## config.mk

```make
export PLATFORM = sky130hd
export DESIGN_NAME = longest_ones_with_k_flips_flat
export DESIGN_NICKNAME = d
export VERILOG_FILES = /design/src/hw/rtl/lokf_pkg.sv /design/src/hw/rtl/lokf_if.sv /design/src/hw/rtl/lokf_cell.sv /design/src/hw/rtl/lokf_chain.sv /design/src/hw/rtl/lokf_span.sv /design/src/hw/rtl/longest_ones_with_k_flips.sv /design/src/flat_wrapper.sv
export SDC_FILE = /design/constraint.sdc
export NUM_CORES = 1
export LEC_CHECK = 0
export BUFFER_PORTS_ARGS = -buffer_cell sky130_fd_sc_hd__buf_2
export CAP_MARGIN = 10
export CELL_PAD_IN_SITES_DETAIL_PLACEMENT = 1
export CELL_PAD_IN_SITES_GLOBAL_PLACEMENT = 2
export CORE_ASPECT_RATIO = 1.5
export CORE_UTILIZATION = 51
export CTS_CLUSTER_DIAMETER = 120
export DETAILED_ROUTE_END_ITERATION = 12
export PLACE_DENSITY = 0.85
export SLEW_MARGIN = 40
export SYNTH_ARGS = -nofsm -noshare
export SYNTH_HDL_FRONTEND = slang
export SYNTH_SLANG_ARGS = --single-unit
export TNS_END_PERCENT = 50
```

## constraint.sdc

```tcl
create_clock -name clock -period 46.7 [get_ports clock]
set_clock_uncertainty 0.2 [all_clocks]
set_input_delay 4.67 -clock clock [delete_from_list [all_inputs] [get_ports clock]]
set_output_delay 4.67 -clock clock [all_outputs]
set_load 0.05 [all_outputs]
```

## src/hw/rtl/lokf_pkg.sv

```systemverilog
`timescale 1ns / 1ps
// Shared constants and types for the longest-ones-with-flips block.
// No dependencies; every other file refers to it by scoped names.
package lokf_pkg;

   localparam int MAX_FLIPS  = 64;
   localparam int MAX_LEN    = 65536;

   localparam int CFG_W      = 7;
   localparam int LEN_W      = 17;
   localparam int POS_W      = $clog2(MAX_LEN);
   localparam int CNT_W      = $clog2(MAX_FLIPS + 1);
   localparam int IDX_W      = (MAX_FLIPS > 1) ? $clog2(MAX_FLIPS) : 1;
   localparam int GROUP_SIZE = 8;
   localparam int GROUPS     = (MAX_FLIPS + GROUP_SIZE - 1) / GROUP_SIZE;

   // per-request info carried from the chain stage to the span stage
   typedef struct packed {
      logic [LEN_W-1:0] here;
      logic             drop;
      logic             zero_restart;
      logic             counted;
      logic             last;
      logic             overflow;
   } lokf_meta_type;

endpackage

```

## src/hw/rtl/lokf_if.sv

```systemverilog
`timescale 1ns / 1ps
// Request and response channel interfaces (valid/ready plus payload).
// Depends on lokf_pkg for field widths.
interface lokf_req_if;
   logic valid;
   logic ready;
   logic bit_value;
   logic last;

   modport source (output valid, output bit_value, output last, input ready);
   modport sink   (input valid, input bit_value, input last, output ready);
endinterface

interface lokf_rsp_if;
   logic                        valid;
   logic                        ready;
   logic [lokf_pkg::LEN_W-1:0]  best_length;
   logic                        done_res;
   logic                        overflow;

   modport source (output valid, output best_length, output done_res, output overflow,
                   input ready);
   modport sink   (input valid, input best_length, input done_res, input overflow,
                   output ready);
endinterface

```

## src/hw/rtl/lokf_cell.sv

```systemverilog
`timescale 1ns / 1ps
// One cell of the zero-position chain: holds one zero position.
// Depends on lokf_pkg.
module lokf_cell (
   input  logic                       clock,
   input  logic                       shift_en,
   input  logic [lokf_pkg::POS_W-1:0] left_pos,
   input  logic                       sel,
   output logic [lokf_pkg::POS_W-1:0] pos,
   output logic [lokf_pkg::POS_W-1:0] pick
);

   logic [lokf_pkg::POS_W-1:0] pos_ff;
   logic [lokf_pkg::POS_W-1:0] pos_in;

   assign pos_in = shift_en ? left_pos : pos_ff;

   always_ff @(posedge clock) begin
      pos_ff <= pos_in;
   end

   assign pos  = pos_ff;
   assign pick = pos_ff & {lokf_pkg::POS_W{sel}};

endmodule

```

## src/hw/rtl/lokf_chain.sv

```systemverilog
`timescale 1ns / 1ps
// Row of cells holding the most recent zero positions, newest in cell 0,
// with a registered OR tree that extracts the selected cell.
// Depends on lokf_pkg and lokf_cell.
module lokf_chain (
   input  logic                       clock,
   input  logic                       shift_en,
   input  logic [lokf_pkg::POS_W-1:0] new_pos,
   input  logic                       pick_en,
   input  logic [lokf_pkg::IDX_W-1:0] pick_index,
   input  logic                       load_en,
   output logic [lokf_pkg::POS_W-1:0] picked_pos
);

   logic [lokf_pkg::POS_W-1:0] cell_pos  [lokf_pkg::MAX_FLIPS];
   logic [lokf_pkg::POS_W-1:0] cell_pick [lokf_pkg::MAX_FLIPS];
   logic [lokf_pkg::POS_W-1:0] group_ff  [lokf_pkg::GROUPS];
   logic [lokf_pkg::POS_W-1:0] group_in  [lokf_pkg::GROUPS];

   for (genvar i = 0; i < lokf_pkg::MAX_FLIPS; i++) begin : g_cell
      logic [lokf_pkg::POS_W-1:0] left;
      if (i == 0) begin : g_head
         assign left = new_pos;
      end else begin : g_body
         assign left = cell_pos[i-1];
      end
      lokf_cell u_cell (
         .clock    (clock),
         .shift_en (shift_en),
         .left_pos (left),
         .sel      (pick_en && (pick_index == lokf_pkg::IDX_W'(i))),
         .pos      (cell_pos[i]),
         .pick     (cell_pick[i])
      );
   end

   // first tree level: OR of each group of cells, registered
   always_comb begin
      for (int g = 0; g < lokf_pkg::GROUPS; g++) begin
         group_in[g] = '0;
         for (int k = 0; k < lokf_pkg::GROUP_SIZE; k++) begin
            if (g * lokf_pkg::GROUP_SIZE + k < lokf_pkg::MAX_FLIPS) begin
               group_in[g] = group_in[g] | cell_pick[g * lokf_pkg::GROUP_SIZE + k];
            end
         end
      end
   end

   always_ff @(posedge clock) begin
      if (load_en) begin
         group_ff <= group_in;
      end
   end

   always_comb begin
      picked_pos = '0;
      for (int g = 0; g < lokf_pkg::GROUPS; g++) begin
         picked_pos = picked_pos | group_ff[g];
      end
   end

endmodule

```

## src/hw/rtl/lokf_span.sv

```systemverilog
`timescale 1ns / 1ps
// Window start and best length tracking, plus the response payload register.
// Depends on lokf_pkg.
module lokf_span (
   input  logic                        clock,
   input  logic                        reset,
   input  logic                        step,
   input  lokf_pkg::lokf_meta_type     meta,
   input  logic [lokf_pkg::POS_W-1:0]  picked_pos,
   output logic [lokf_pkg::LEN_W-1:0]  best_length,
   output logic                        done_res,
   output logic                        overflow
);

   logic [lokf_pkg::LEN_W-1:0] window_start_ff, window_start_in;
   logic [lokf_pkg::LEN_W-1:0] best_ff, best_in;
   logic [lokf_pkg::LEN_W-1:0] best_out_ff;
   logic                       done_ff, overflow_ff;
   logic [lokf_pkg::LEN_W-1:0] start_new;
   logic [lokf_pkg::LEN_W-1:0] span_len;
   logic [lokf_pkg::LEN_W-1:0] best_new;

   always_comb begin
      priority if (meta.drop) begin
         start_new = lokf_pkg::LEN_W'(picked_pos) + 1'b1;
      end else if (meta.zero_restart) begin
         start_new = meta.here + 1'b1;
      end else begin
         start_new = window_start_ff;
      end
      span_len = meta.here + 1'b1 - start_new;
      best_new = (meta.counted && (span_len > best_ff)) ? span_len : best_ff;

      window_start_in = window_start_ff;
      best_in         = best_ff;
      if (step) begin
         if (meta.last) begin
            window_start_in = '0;
            best_in         = '0;
         end else if (meta.counted) begin
            window_start_in = start_new;
            best_in         = best_new;
         end
      end
   end

   always_ff @(posedge clock) begin
      if (reset) begin
         window_start_ff <= '0;
         best_ff         <= '0;
      end else begin
         window_start_ff <= window_start_in;
         best_ff         <= best_in;
      end
   end

   always_ff @(posedge clock) begin
      if (step) begin
         best_out_ff <= best_new;
         done_ff     <= meta.last;
         overflow_ff <= meta.overflow;
      end
   end

   assign best_length = best_out_ff;
   assign done_res    = done_ff;
   assign overflow    = overflow_ff;

endmodule

```

## src/hw/rtl/longest_ones_with_k_flips.sv

```systemverilog
`timescale 1ns / 1ps
// Longest run of ones allowing up to max_flips zeros, one bit per request.
// One request per cycle unless the receiver stalls; each passes the chain stage, then
// the span stage. The chain shifts once per counted zero while the limit is nonzero.
// Reset is synchronous, active high: clears counters, window and best length at once;
// the chain's positions are left as they are and are only read after being written.
module longest_ones_with_k_flips (
   input  logic                            clock,
   input  logic                            reset,
   lokf_req_if.sink                        req_bus,
   lokf_rsp_if.source                      rsp_bus,
   input  logic                            csr_write_enable,
   input  logic [lokf_pkg::CFG_W-1:0]      csr_write_data
);

   logic [lokf_pkg::CFG_W-1:0] max_flips_ff;
   logic [lokf_pkg::CNT_W-1:0] zero_count_ff, zero_count_in;
   logic [lokf_pkg::LEN_W-1:0] position_ff, position_in;
   logic                       overflow_flag_ff, overflow_flag_in;
   logic                       s1_valid_ff, s1_valid_in;
   logic                       out_valid_ff, out_valid_in;
   lokf_pkg::lokf_meta_type    meta_ff, meta_in;

   logic                       out_take, s1_take, accept, step;
   logic [lokf_pkg::CNT_W-1:0] limit;
   logic [lokf_pkg::CNT_W-1:0] limit_less;
   logic                       counted, is_zero, insert, drop, zero_restart;
   logic [lokf_pkg::POS_W-1:0] picked_pos;

   assign out_take       = !out_valid_ff || rsp_bus.ready;
   assign s1_take        = !s1_valid_ff || out_take;
   assign req_bus.ready  = s1_take;
   assign accept         = req_bus.valid && s1_take;
   assign step           = s1_valid_ff && out_take;

   always_ff @(posedge clock) begin
      if (reset) begin
         max_flips_ff <= '0;
      end else if (csr_write_enable) begin
         max_flips_ff <= csr_write_data;
      end
   end

   always_comb begin
      limit = (int'(max_flips_ff) > lokf_pkg::MAX_FLIPS) ?
              lokf_pkg::CNT_W'(lokf_pkg::MAX_FLIPS) : lokf_pkg::CNT_W'(max_flips_ff);
      limit_less   = limit - 1'b1;
      counted      = position_ff < lokf_pkg::LEN_W'(lokf_pkg::MAX_LEN);
      is_zero      = counted && !req_bus.bit_value;
      insert       = is_zero && (limit != '0);
      drop         = insert && (zero_count_ff >= limit);
      zero_restart = is_zero && (limit == '0);

      zero_count_in    = zero_count_ff;
      position_in      = position_ff;
      overflow_flag_in = overflow_flag_ff;
      if (accept) begin
         if (req_bus.last) begin
            zero_count_in    = '0;
            position_in      = '0;
            overflow_flag_in = 1'b0;
         end else begin
            // after dropping, limit-1 zeros remain and the new one joins them
            priority if (drop) begin
               zero_count_in = limit;
            end else if (insert) begin
               zero_count_in = zero_count_ff + 1'b1;
            end else if (zero_restart) begin
               zero_count_in = '0;
            end else begin
               zero_count_in = zero_count_ff;
            end
            if (counted) begin
               position_in = position_ff + 1'b1;
            end else begin
               overflow_flag_in = 1'b1;
            end
         end
      end

      meta_in.here         = position_ff;
      meta_in.drop         = drop;
      meta_in.zero_restart = zero_restart;
      meta_in.counted      = counted;
      meta_in.last         = req_bus.last;
      meta_in.overflow     = overflow_flag_ff || !counted;

      s1_valid_in  = s1_take ? accept : s1_valid_ff;
      out_valid_in = out_take ? s1_valid_ff : out_valid_ff;
   end

   always_ff @(posedge clock) begin
      if (reset) begin
         zero_count_ff    <= '0;
         position_ff      <= '0;
         overflow_flag_ff <= 1'b0;
         s1_valid_ff      <= 1'b0;
         out_valid_ff     <= 1'b0;
      end else begin
         zero_count_ff    <= zero_count_in;
         position_ff      <= position_in;
         overflow_flag_ff <= overflow_flag_in;
         s1_valid_ff      <= s1_valid_in;
         out_valid_ff     <= out_valid_in;
      end
   end

   always_ff @(posedge clock) begin
      if (s1_take) begin
         meta_ff <= meta_in;
      end
   end

   // the limit-th most recent zero bounds the new window
   lokf_chain u_chain (
      .clock      (clock),
      .shift_en   (accept && insert),
      .new_pos    (position_ff[lokf_pkg::POS_W-1:0]),
      .pick_en    (accept && drop),
      .pick_index (limit_less[lokf_pkg::IDX_W-1:0]),
      .load_en    (s1_take),
      .picked_pos (picked_pos)
   );

   lokf_span u_span (
      .clock       (clock),
      .reset       (reset),
      .step        (step),
      .meta        (meta_ff),
      .picked_pos  (picked_pos),
      .best_length (rsp_bus.best_length),
      .done_res    (rsp_bus.done_res),
      .overflow    (rsp_bus.overflow)
   );

   assign rsp_bus.valid = out_valid_ff;

   a_count_bound : assert property (@(posedge clock) disable iff (reset)
      int'(zero_count_ff) <= lokf_pkg::MAX_FLIPS)
      else $error("zero count above ring depth");

   a_position_sat : assert property (@(posedge clock) disable iff (reset)
      position_ff <= lokf_pkg::LEN_W'(lokf_pkg::MAX_LEN))
      else $error("position passed saturation");

   a_last_restart : assert property (@(posedge clock) disable iff (reset)
      accept && req_bus.last |=> position_ff == '0 && zero_count_ff == '0
                                 && !overflow_flag_ff)
      else $error("state not restarted after last request");

   a_stage_hold : assert property (@(posedge clock) disable iff (reset)
      s1_valid_ff && !out_take |=> s1_valid_ff && $stable(meta_ff))
      else $error("stalled stage lost its request");

endmodule

```

## src/flat_wrapper.sv

```systemverilog
// flat-port wrapper written by rule: the top's interface ports become plain ports
module longest_ones_with_k_flips_flat 
  (clock, reset, csr_write_enable, csr_write_data, req_bus_valid, req_bus_bit_value, req_bus_last, req_bus_ready, rsp_bus_valid, rsp_bus_best_length, rsp_bus_done_res, rsp_bus_overflow, rsp_bus_ready);
  lokf_req_if req_bus_i ();
  lokf_rsp_if rsp_bus_i ();
  input  logic clock;
  input  logic reset;
  input  logic csr_write_enable;
  input  logic [lokf_pkg::CFG_W-1:0] csr_write_data;
  input wire logic [$bits(req_bus_i.valid)-1:0] req_bus_valid;
  input wire logic [$bits(req_bus_i.bit_value)-1:0] req_bus_bit_value;
  input wire logic [$bits(req_bus_i.last)-1:0] req_bus_last;
  output wire logic [$bits(req_bus_i.ready)-1:0] req_bus_ready;
  output wire logic [$bits(rsp_bus_i.valid)-1:0] rsp_bus_valid;
  output wire logic [$bits(rsp_bus_i.best_length)-1:0] rsp_bus_best_length;
  output wire logic [$bits(rsp_bus_i.done_res)-1:0] rsp_bus_done_res;
  output wire logic [$bits(rsp_bus_i.overflow)-1:0] rsp_bus_overflow;
  input wire logic [$bits(rsp_bus_i.ready)-1:0] rsp_bus_ready;
  assign req_bus_i.valid = req_bus_valid;
  assign req_bus_i.bit_value = req_bus_bit_value;
  assign req_bus_i.last = req_bus_last;
  assign req_bus_ready = req_bus_i.ready;
  assign rsp_bus_valid = rsp_bus_i.valid;
  assign rsp_bus_best_length = rsp_bus_i.best_length;
  assign rsp_bus_done_res = rsp_bus_i.done_res;
  assign rsp_bus_overflow = rsp_bus_i.overflow;
  assign rsp_bus_i.ready = rsp_bus_ready;
  longest_ones_with_k_flips u_core (.clock(clock), .reset(reset), .req_bus(req_bus_i), .rsp_bus(rsp_bus_i), .csr_write_enable(csr_write_enable), .csr_write_data(csr_write_data));
endmodule
```

==> impl_metrics.env, run 1 <==
export IMPL_status="finished clean"
export IMPL_antenna_found_initial=0
export IMPL_synth_compound_area_frac=0.127
export IMPL_gr_total_overflow=0
export IMPL_routabilityCongestion=0.808
export IMPL_grt_setup_unrepaired="no"
export IMPL_worstSetupPathType="input port to output pin"
export IMPL_whs_ns=0.234
export IMPL_synthToLayoutAreaGrowth_pct=11.4
export IMPL_insertion_delay_ns=0.71
export IMPL_dieArea_um2=93900
export IMPL_yosys_warnings=0
export IMPL_grt_use_total=0.274
export IMPL_cp_common_cell="buf_2"
export IMPL_ant_nets=0
export IMPL_grt_pass1_wl_mm=190
export IMPL_diodes=0
export IMPL_drtIter0Drc=3336
export IMPL_syn_num_nets=2777
export IMPL_highest_layer="met4"
export IMPL_cts_buffer_depth=3
export IMPL_synthTopCellsByCount="edfxtp_1 (1193), a22oi_1 (258), a22o_1 (129), a31oi_1 (104), a221oi_1 (96)"
export IMPL_cts_root_buf="clkbuf_16"
export IMPL_cts_tree="built"
export IMPL_hold_class="flip-flop to flip-flop"
export IMPL_pre_cts_ws_ns=35.83
export IMPL_io_buffer_count=34
export IMPL_crit_buf_inv=3
export IMPL_synth_top_family_by_area="compound AO/OA/AOI/OAI gates"
export IMPL_r2r_end="u_core.u_span.best_ff[5]$_SDFFE_PP0P_"
export IMPL_reg2reg_from="u_core.u_chain.group_ff[50]$_DFFE_PN_"
export IMPL_synth_xor_area_share=0.00927
export IMPL_fillers=8042
export IMPL_async_flop_share=0
export IMPL_cap_violations=0
export IMPL_synth_largest_area_cell="edfxtp_1"
export IMPL_timing_slew_headroom=0.376
export IMPL_crit_arrival_ns=5.99
export IMPL_post_route_period_util=0.233
export IMPL_wl_met1_mm=47.1
export IMPL_path_delay_family="buffers and inverters"
export IMPL_drc=0
export IMPL_core_region_area_um2=91700
export IMPL_cp_start_kind="input port"
export IMPL_crit_chain="buf_2, nand3b_1, buf_4, buf_2"
export IMPL_min_to="u_core.u_chain.g_cell[39].u_cell.pos[12]$_DFFE_PP_"
export IMPL_hold_path_depth=0
export IMPL_critPathCaptureType="output pin"
export IMPL_dp_hpwl_mm=73.9
export IMPL_netlist_area_um2=47300
export IMPL_critPathSlowestCell="buf_4"
export IMPL_routedWlPerCell_um=31.8
export IMPL_io_pins=35
export IMPL_p_per_area_nw_per_um2=45.6
export IMPL_synth_simple_area_share=0.0408
export IMPL_htree_num_levels=3
export IMPL_synth_area_leaders="edfxtp_1 (76%), a22oi_1 (4.1%), dfxtp_1 (2.9%)"
export IMPL_synth_top_area_frac=0.758
export IMPL_synth_ff_type="edfxtp_1"
export IMPL_synth_distinct_cells=74
export IMPL_dr_pass1_iters=6
export IMPL_routed_via_density=6.81
export IMPL_cts_repair_resized=0
export IMPL_synthAdderAreaFrac=0.0131
export IMPL_final_max_slew_viol_count=0
export IMPL_worst_pin_slew_ns=0.936
export IMPL_die_w_um=251
export IMPL_clock_fmax_mhz=92.0
export IMPL_syn_inst=2714
export IMPL_final_core_util=0.574
export IMPL_avgSynthCellArea_um2=17.4
export IMPL_grt_max_degree=116
export IMPL_worstPathMaxFanout=41
export IMPL_yosys_register_bits=1261
export IMPL_nets=2840
export IMPL_leakage_uw=0.0164
export IMPL_finalSetupTns_ns=0
export IMPL_seq_area_frac_synth=0.787
export IMPL_row_count=136
export IMPL_max_vdd_ir_drop_uv=28.2
export IMPL_cts_setup_buffers=0
export IMPL_start_util=0.515
export IMPL_routed_wl_mm=128
export IMPL_worst_slack_ns=35.84
export IMPL_cp_slowest_stage_delay_ns=0.65
export IMPL_numCtsBuffers=107
export IMPL_r2r_slack_ns=39.93
export IMPL_numClockSinks=1261
export IMPL_fin_crit_ns=10.86
export IMPL_wl_met2_mm=66.8
export IMPL_grt_pass1_vias=28800
export IMPL_vias=27500
export IMPL_wl_met3_mm=9.36
export IMPL_cts_hold_buf=0
export IMPL_synth_most_common_cell="edfxtp_1"
export IMPL_synth_mux_area_frac=0.00643
export IMPL_r2r_cells=20
export IMPL_hold_start="u_core.u_chain.g_cell[38].u_cell.pos[12]$_DFFE_PP_"
export IMPL_synth_edf_count=1193
export IMPL_hold_violations=0
export IMPL_setup_viol=0
export IMPL_final_layout_size_suffix_gt1_frac=0.110
export IMPL_path_clk_slew_ns=0.07
export IMPL_required_ns=41.83
export IMPL_die_h_um=375
[how the worst max path moves through the flow]
stage / startpoint / endpoint / slack (ns) / depth (start not counted)
floorplan: rsp_bus_ready / u_core.u_chain.group_ff[85]$_DFFE_PN_ / 22.55 / 7
global placement: rsp_bus_ready / u_core.u_chain.g_cell[45].u_cell.pos[10]$_DFFE_PP_ / 35.59 / 10
detailed placement: rsp_bus_ready / req_bus_ready / 35.83 / 4
CTS: rsp_bus_ready / req_bus_ready / 35.82 / 4
global route: rsp_bus_ready / req_bus_ready / 35.81 / 4
finish: rsp_bus_ready / req_bus_ready / 35.84 / 4
[area by class of cell]
class / instances / area (µm²) / share of cell area
clock inverters: 73 / 708 / 0.0134
multi-input cells: 1275 / 9420 / 0.179
flip-flops and latches: 1261 / 37200 / 0.706
well taps: 1173 / 1470 / 0.0279
repair buffers: 97 / 968 / 0.0184
inverters: 35 / 131 / 0.00249
clock buffers: 126 / 2790 / 0.0530
[per-stage QoR]
| stage | cell area [µm²] | power, µW | cells |
|---|---|---|---|
| 3_3_place_gp | 48700 | 1500 | 3823 |
| 6_report | 52700 | 2400 | 4040 |
| 3_5_place_dp | 49100 | 1510 | 3840 |
| 4_1_cts | 52600 | 2410 | 4039 |
| 2_1_floorplan | 47300 | 1480 | 2714 |
| 5_1_grt | 52700 | 2460 | 4040 |
[state kept, by name, indices dropped and copies added, names as in the netlist]
register and cells:
u_core.u_span.done_res 1, u_core.u_chain.group_ff 128, u_core.s1_valid_ff 1, u_core.u_span.best_ff 17, u_core.rsp_bus.valid 1, u_core.u_span.window_start_ff 17, u_core.position_ff 17, u_core.u_span.best_length 17
u_core.u_span.overflow 1, u_core.zero_count_ff 7, u_core.meta_ff 22, u_core.u_chain.g_cell.u_cell.pos 1024, u_core.max_flips_ff 7, u_core.overflow_flag_ff 1
[metal layers]
metal / vias to the layer above / global-route usage
li1: 11400 / -
met1: 14300 / 0.335
met2: 1487 / 0.484
met3: 296 / 0.0385
met4: 0 / 0.118
met5: - / 0
[cells by family (layout without fill, tap and decap cells)]
logic type,Yosys count,in the layout
AO/OA/AOI/OAI,783,783
XOR/XNOR,50,50
adder cells (fa/ha/maj),49,49
buffers and inverters,178,331
flip-flops,1261,1261
multiplexers,29,29
AND/OR/NAND/NOR,364,364
[power breakdown]
part	internal [µW]	total (µW)	switching, µW
registers	1290	1320	26.8
logic	53.8	177	123
clock network	500	909	409
total	1840	2400	559
[layout by cell type (no fill, tap or decap), types with 7 or more instances in the layout]
| cell | synthesis | final |
|---|---|---|
| or2_2 | 12 | 12 |
| nor3_1 | 10 | 10 |
| a222oi_1 | 32 | 32 |
| clkinv_1 | 2 | 27 |
| xor2_1 | 20 | 20 |
| a32o_1 | 14 | 14 |
| a22oi_1 | 258 | 258 |
| edfxtp_1 | 1193 | 1193 |
| ha_1 | 48 | 48 |
| nor2_4 | 3 | 13 |
| nand2b_1 | 10 | 10 |
| a22o_1 | 129 | 129 |
| mux2i_1 | 21 | 21 |
| buf_8 | 0 | 7 |
| or3_1 | 9 | 9 |
| bufinv_16 | 0 | 13 |
| o211ai_1 | 10 | 10 |
| buf_4 | 7 | 33 |
| a221oi_1 | 96 | 96 |
| nor2_1 | 71 | 70 |
| dfxtp_1 | 68 | 68 |
| a21oi_1 | 40 | 40 |
| nor4_1 | 30 | 26 |
| clkbuf_1 | 76 | 17 |
| a31oi_1 | 104 | 103 |
| o21ai_0 | 40 | 40 |
| mux2_2 | 7 | 7 |
| nand2_1 | 78 | 77 |
| nand4_1 | 13 | 13 |
| and3_1 | 15 | 14 |
| buf_16 | 0 | 9 |
| buf_6 | 4 | 8 |
| xnor2_1 | 30 | 30 |
| clkbuf_16 | 0 | 109 |
| buf_2 | 54 | 34 |
| nand3_1 | 60 | 59 |
| inv_1 | 32 | 32 |
| clkinv_2 | 0 | 25 |
[worst register-to-register path, cell delays in order (launching register included)]
cell and delay, ns:
edfxtp_1 0.41, nor4_1 0.73, nand2_1 0.32, nand3_1 0.40
nor4_1 0.13, xnor2_1 0.16, mux2_2 0.30, ha_1 0.43
nand2_1 0.08, o21ai_0 0.27, o21ai_0 0.19, a31oi_1 0.42
xor2_1 0.14, ha_1 0.34, nand4_1 0.29, a2111oi_0 0.45
o21ai_0 0.20, a31oi_2 0.16, buf_4 0.39, mux2_2 0.42
a32o_1 0.25
Power figures use the tool's default switching activity.
==> run 2, diff against run 1 <==
--- a/config.mk
+++ b/config.mk
@@ -5,15 +5,16 @@
 export SDC_FILE = /design/constraint.sdc
 export NUM_CORES = 1
 export LEC_CHECK = 0
+export ABC_AREA = 1
 export BUFFER_PORTS_ARGS = -buffer_cell sky130_fd_sc_hd__buf_2
 export CAP_MARGIN = 10
 export CELL_PAD_IN_SITES_DETAIL_PLACEMENT = 1
 export CELL_PAD_IN_SITES_GLOBAL_PLACEMENT = 2
 export CORE_ASPECT_RATIO = 1.5
-export CORE_UTILIZATION = 51
+export CORE_UTILIZATION = 44
 export CTS_CLUSTER_DIAMETER = 120
 export DETAILED_ROUTE_END_ITERATION = 12
-export PLACE_DENSITY = 0.85
+export PLACE_DENSITY = 0.81
 export SLEW_MARGIN = 40
 export SYNTH_ARGS = -nofsm -noshare
 export SYNTH_HDL_FRONTEND = slang
==> constraint.sdc (replaced) <==
create_clock -name clock -period 11.1 [get_ports clock]
set_clock_uncertainty 0.2 [all_clocks]
set_input_delay 1.11 -clock clock [delete_from_list [all_inputs] [get_ports clock]]
set_output_delay 1.11 -clock clock [all_outputs]
set_load 0.05 [all_outputs]
==> impl_metrics.env, run 2 <==
export IMPL_dp_hpwl_mm=84.8
export IMPL_grt_pass1_vias=32800
export IMPL_seq_area_frac_synth=0.738
export IMPL_grt_setup_unrepaired="no"
export IMPL_dr_pass1_iters=5
export IMPL_avgSynthCellArea_um2=12.2
export IMPL_cp_common_cell="nand2_1"
export IMPL_final_cell_mix="edfxtp_1 (1193), nand2_1 (1115), nand3_1 (630), nor2_1 (313), inv_1 (160)"
export IMPL_cts_buffer_depth=3
export IMPL_antenna_found_initial=0
export IMPL_synth_top_area_frac=0.711
export IMPL_routed_wl_mm=133
export IMPL_worstPathMaxFanout=28
export IMPL_yosys_register_bits=1261
export IMPL_fillers=11600
export IMPL_cp_start_kind="flip-flop"
export IMPL_critPathSlowestCell="clkinv_1"
export IMPL_cts_root_buf="clkbuf_16"
export IMPL_crit_end="u_core.u_span.best_ff[2]$_SDFFE_PP0P_"
export IMPL_insertion_delay_ns=0.77
export IMPL_vias=31700
export IMPL_r2r_end="u_core.u_span.best_ff[2]$_SDFFE_PP0P_"
export IMPL_synth_edf_count=1193
export IMPL_clock_fmax_mhz=158
export IMPL_power_total_uw=10500
export IMPL_routabilityCongestion=0.805
export IMPL_die_w_um=278
export IMPL_row_count=151
export IMPL_io_buffer_count=34
export IMPL_io_pins=35
export IMPL_cts_setup_buffers=0
export IMPL_nets=4239
export IMPL_critPathCaptureType="flip-flop"
export IMPL_final_max_slew_viol_count=0
export IMPL_post_route_period_util=0.569
export IMPL_numCtsBuffers=117
export IMPL_hold_violations=0
export IMPL_netlist_area_um2=50400
export IMPL_reg2reg_from="u_core.u_chain.group_ff[105]$_DFFE_PN_"
export IMPL_cp_slowest_stage_delay_ns=0.63
export IMPL_timing_slew_headroom=0.448
export IMPL_fin_crit_ns=6.32
export IMPL_yosys_warnings=0
export IMPL_cap_violations=0
export IMPL_crit_start="u_core.u_chain.group_ff[105]$_DFFE_PN_"
export IMPL_grt_pass1_wl_mm=202
export IMPL_cts_tree="built"
export IMPL_final_common_cell="edfxtp_1"
export IMPL_final_layout_size_suffix_gt1_frac=0.0715
export IMPL_worst_pin_slew_ns=0.827
export IMPL_cts_repair_resized=0
export IMPL_routedWlPerCell_um=23.2
export IMPL_crit_arrival_ns=6.78
export IMPL_syn_inst=4130
export IMPL_setup_viol=0
export IMPL_cts_hold_buf=0
export IMPL_synth_distinct_cells=48
export IMPL_max_vdd_ir_drop_uv=145
export IMPL_dp_cells=5507
export IMPL_synthToLayoutAreaGrowth_pct=11.5
export IMPL_ant_nets=0
export IMPL_synth_most_common_cell="edfxtp_1"
export IMPL_pre_cts_ws_ns=4.84
export IMPL_start_util=0.445
export IMPL_grt_use_total=0.230
export IMPL_drtIter0Drc=2650
export IMPL_htree_num_levels=3
export IMPL_largest_reg_flops=1024
export IMPL_r2r_slack_ns=4.78
export IMPL_p_clk_frac=0.392
export IMPL_gr_total_overflow=0
export IMPL_stdcell_count=5731
export IMPL_r2r_cells=30
export IMPL_path_clk_slew_ns=0.07
export IMPL_die_h_um=417
export IMPL_dieArea_um2=116000
export IMPL_numClockSinks=1261
export IMPL_required_ns=11.56
export IMPL_routed_via_density=5.52
export IMPL_p_per_area_nw_per_um2=186
export IMPL_combinationalPowerShare=0.079
export IMPL_synthTopCellsByCount="edfxtp_1 (1193), nand2_1 (1115), nand3_1 (632), nor2_1 (313), inv_1 (161)"
export IMPL_p_sw_uw=2550
export IMPL_p_int_uw=7920
export IMPL_worst_slack_ns=4.78
export IMPL_status="finished clean"
export IMPL_leakage_uw=0.0202
export IMPL_synth_ff_type="edfxtp_1"
export IMPL_worstSetupPathType="flip-flop to flip-flop"
export IMPL_core_region_area_um2=113000
export IMPL_hold_class="flip-flop to flip-flop"
export IMPL_postPlaceCellArea_um2=52200
export IMPL_seqPwrFrac=0.529
export IMPL_netSwitchingFraction=0.244
export IMPL_grt_max_degree=168
export IMPL_synth_largest_area_cell="edfxtp_1"
export IMPL_async_flop_share=0
export IMPL_synth_area_leaders="edfxtp_1 (71%), nand2_1 (8.3%), nand3_1 (6.3%)"
export IMPL_drc=0
export IMPL_syn_num_nets=4193
export IMPL_fin_area_um2=56200
## run 2: per-layer routing
| layer | vias to the layer above | part of all wire | GRT usage |
|---|---|---|---|
| li1 | 14600 | - | - |
| met1 | 16200 | 0.41 | 0.289 |
| met2 | 681 | 0.52 | 0.410 |
| met3 | 195 | 0.038 | 0.0264 |
| met4 | 0 | 0.032 | 0.0823 |
| met5 | - | 0 | 0 |
## run 2: stage by stage
step	util	TNS, ns	hold WS (ns)
6_report	0.496	0	0.218
5_1_grt	0.496	0	0.225
4_1_cts	0.496	0	0.220
3_5_place_dp	0.462	0	0.206
3_3_place_gp	0.460	0	0.227
2_1_floorplan	-	-8800.96	0.200
## run 2: worst min-delay path by stage
| stage | slack, ns | start | to | cells after the start |
|---|---|---|---|---|
| 2_1_floorplan | 0.20 | u_core.meta_ff[0]$_DFFE_PN_ | u_core.u_span.overflow$_DFFE_PP_ | 0 |
| 3_3_place_gp | 0.23 | u_core.meta_ff[0]$_DFFE_PN_ | u_core.u_span.overflow$_DFFE_PP_ | 0 |
| 3_5_place_dp | 0.21 | u_core.meta_ff[0]$_DFFE_PN_ | u_core.u_span.overflow$_DFFE_PP_ | 0 |
| 4_1_cts | 0.22 | u_core.meta_ff[0]$_DFFE_PN_ | u_core.u_span.overflow$_DFFE_PP_ | 0 |
| 5_1_grt | 0.23 | u_core.meta_ff[0]$_DFFE_PN_ | u_core.u_span.overflow$_DFFE_PP_ | 0 |
| 6_report | 0.22 | u_core.meta_ff[0]$_DFFE_PN_ | u_core.u_span.overflow$_DFFE_PP_ | 0 |
## run 2: logic make-up (layout without fill, tap and decap cells)
logic type,Yosys count,after routing,synth area share
AOI/OAI and AO/OA,238,238,0.0252
adders and majority gates,49,49,0.0123
buffers and inverters,328,475,0.0270
and+or+nand+nor,2224,2224,0.193
xor gates and xnor gates,30,30,0.00521
other,0,1,0
DFF,1261,1261,0.738
## run 2: critical path, delay by kind of cell (launching register included)
family,cells,cell delay [ns]
simple gates,15,2.50
compound gates,7,1.42
buf+inv,5,0.90
fa+ha+maj,2,0.65
flops,1,0.38
xor+xnor,1,0.16
## run 2: power by group through the flow
stage	clock network, µW	logic (µW)	registers (µW)
after floorplan	0	500	5770
after global placement	0	817	5630
after detailed placement	0	833	5640
after CTS	4200	837	5540
after global routing	4340	918	5560
final	4100	829	5540
## run 2: cell type report
class | instances | area (µm²) | area share
flip-flops and latches | 1261 | 37200 | 0.662
multi-input cells | 2541 | 11900 | 0.213
clock buffers | 146 | 3130 | 0.0557
well taps | 1453 | 1820 | 0.0324
clock inverters | 74 | 734 | 0.0131
repair buffers | 81 | 707 | 0.0126
inverters | 174 | 657 | 0.0117
diodes | 1 | 2.50 | 0.0000445
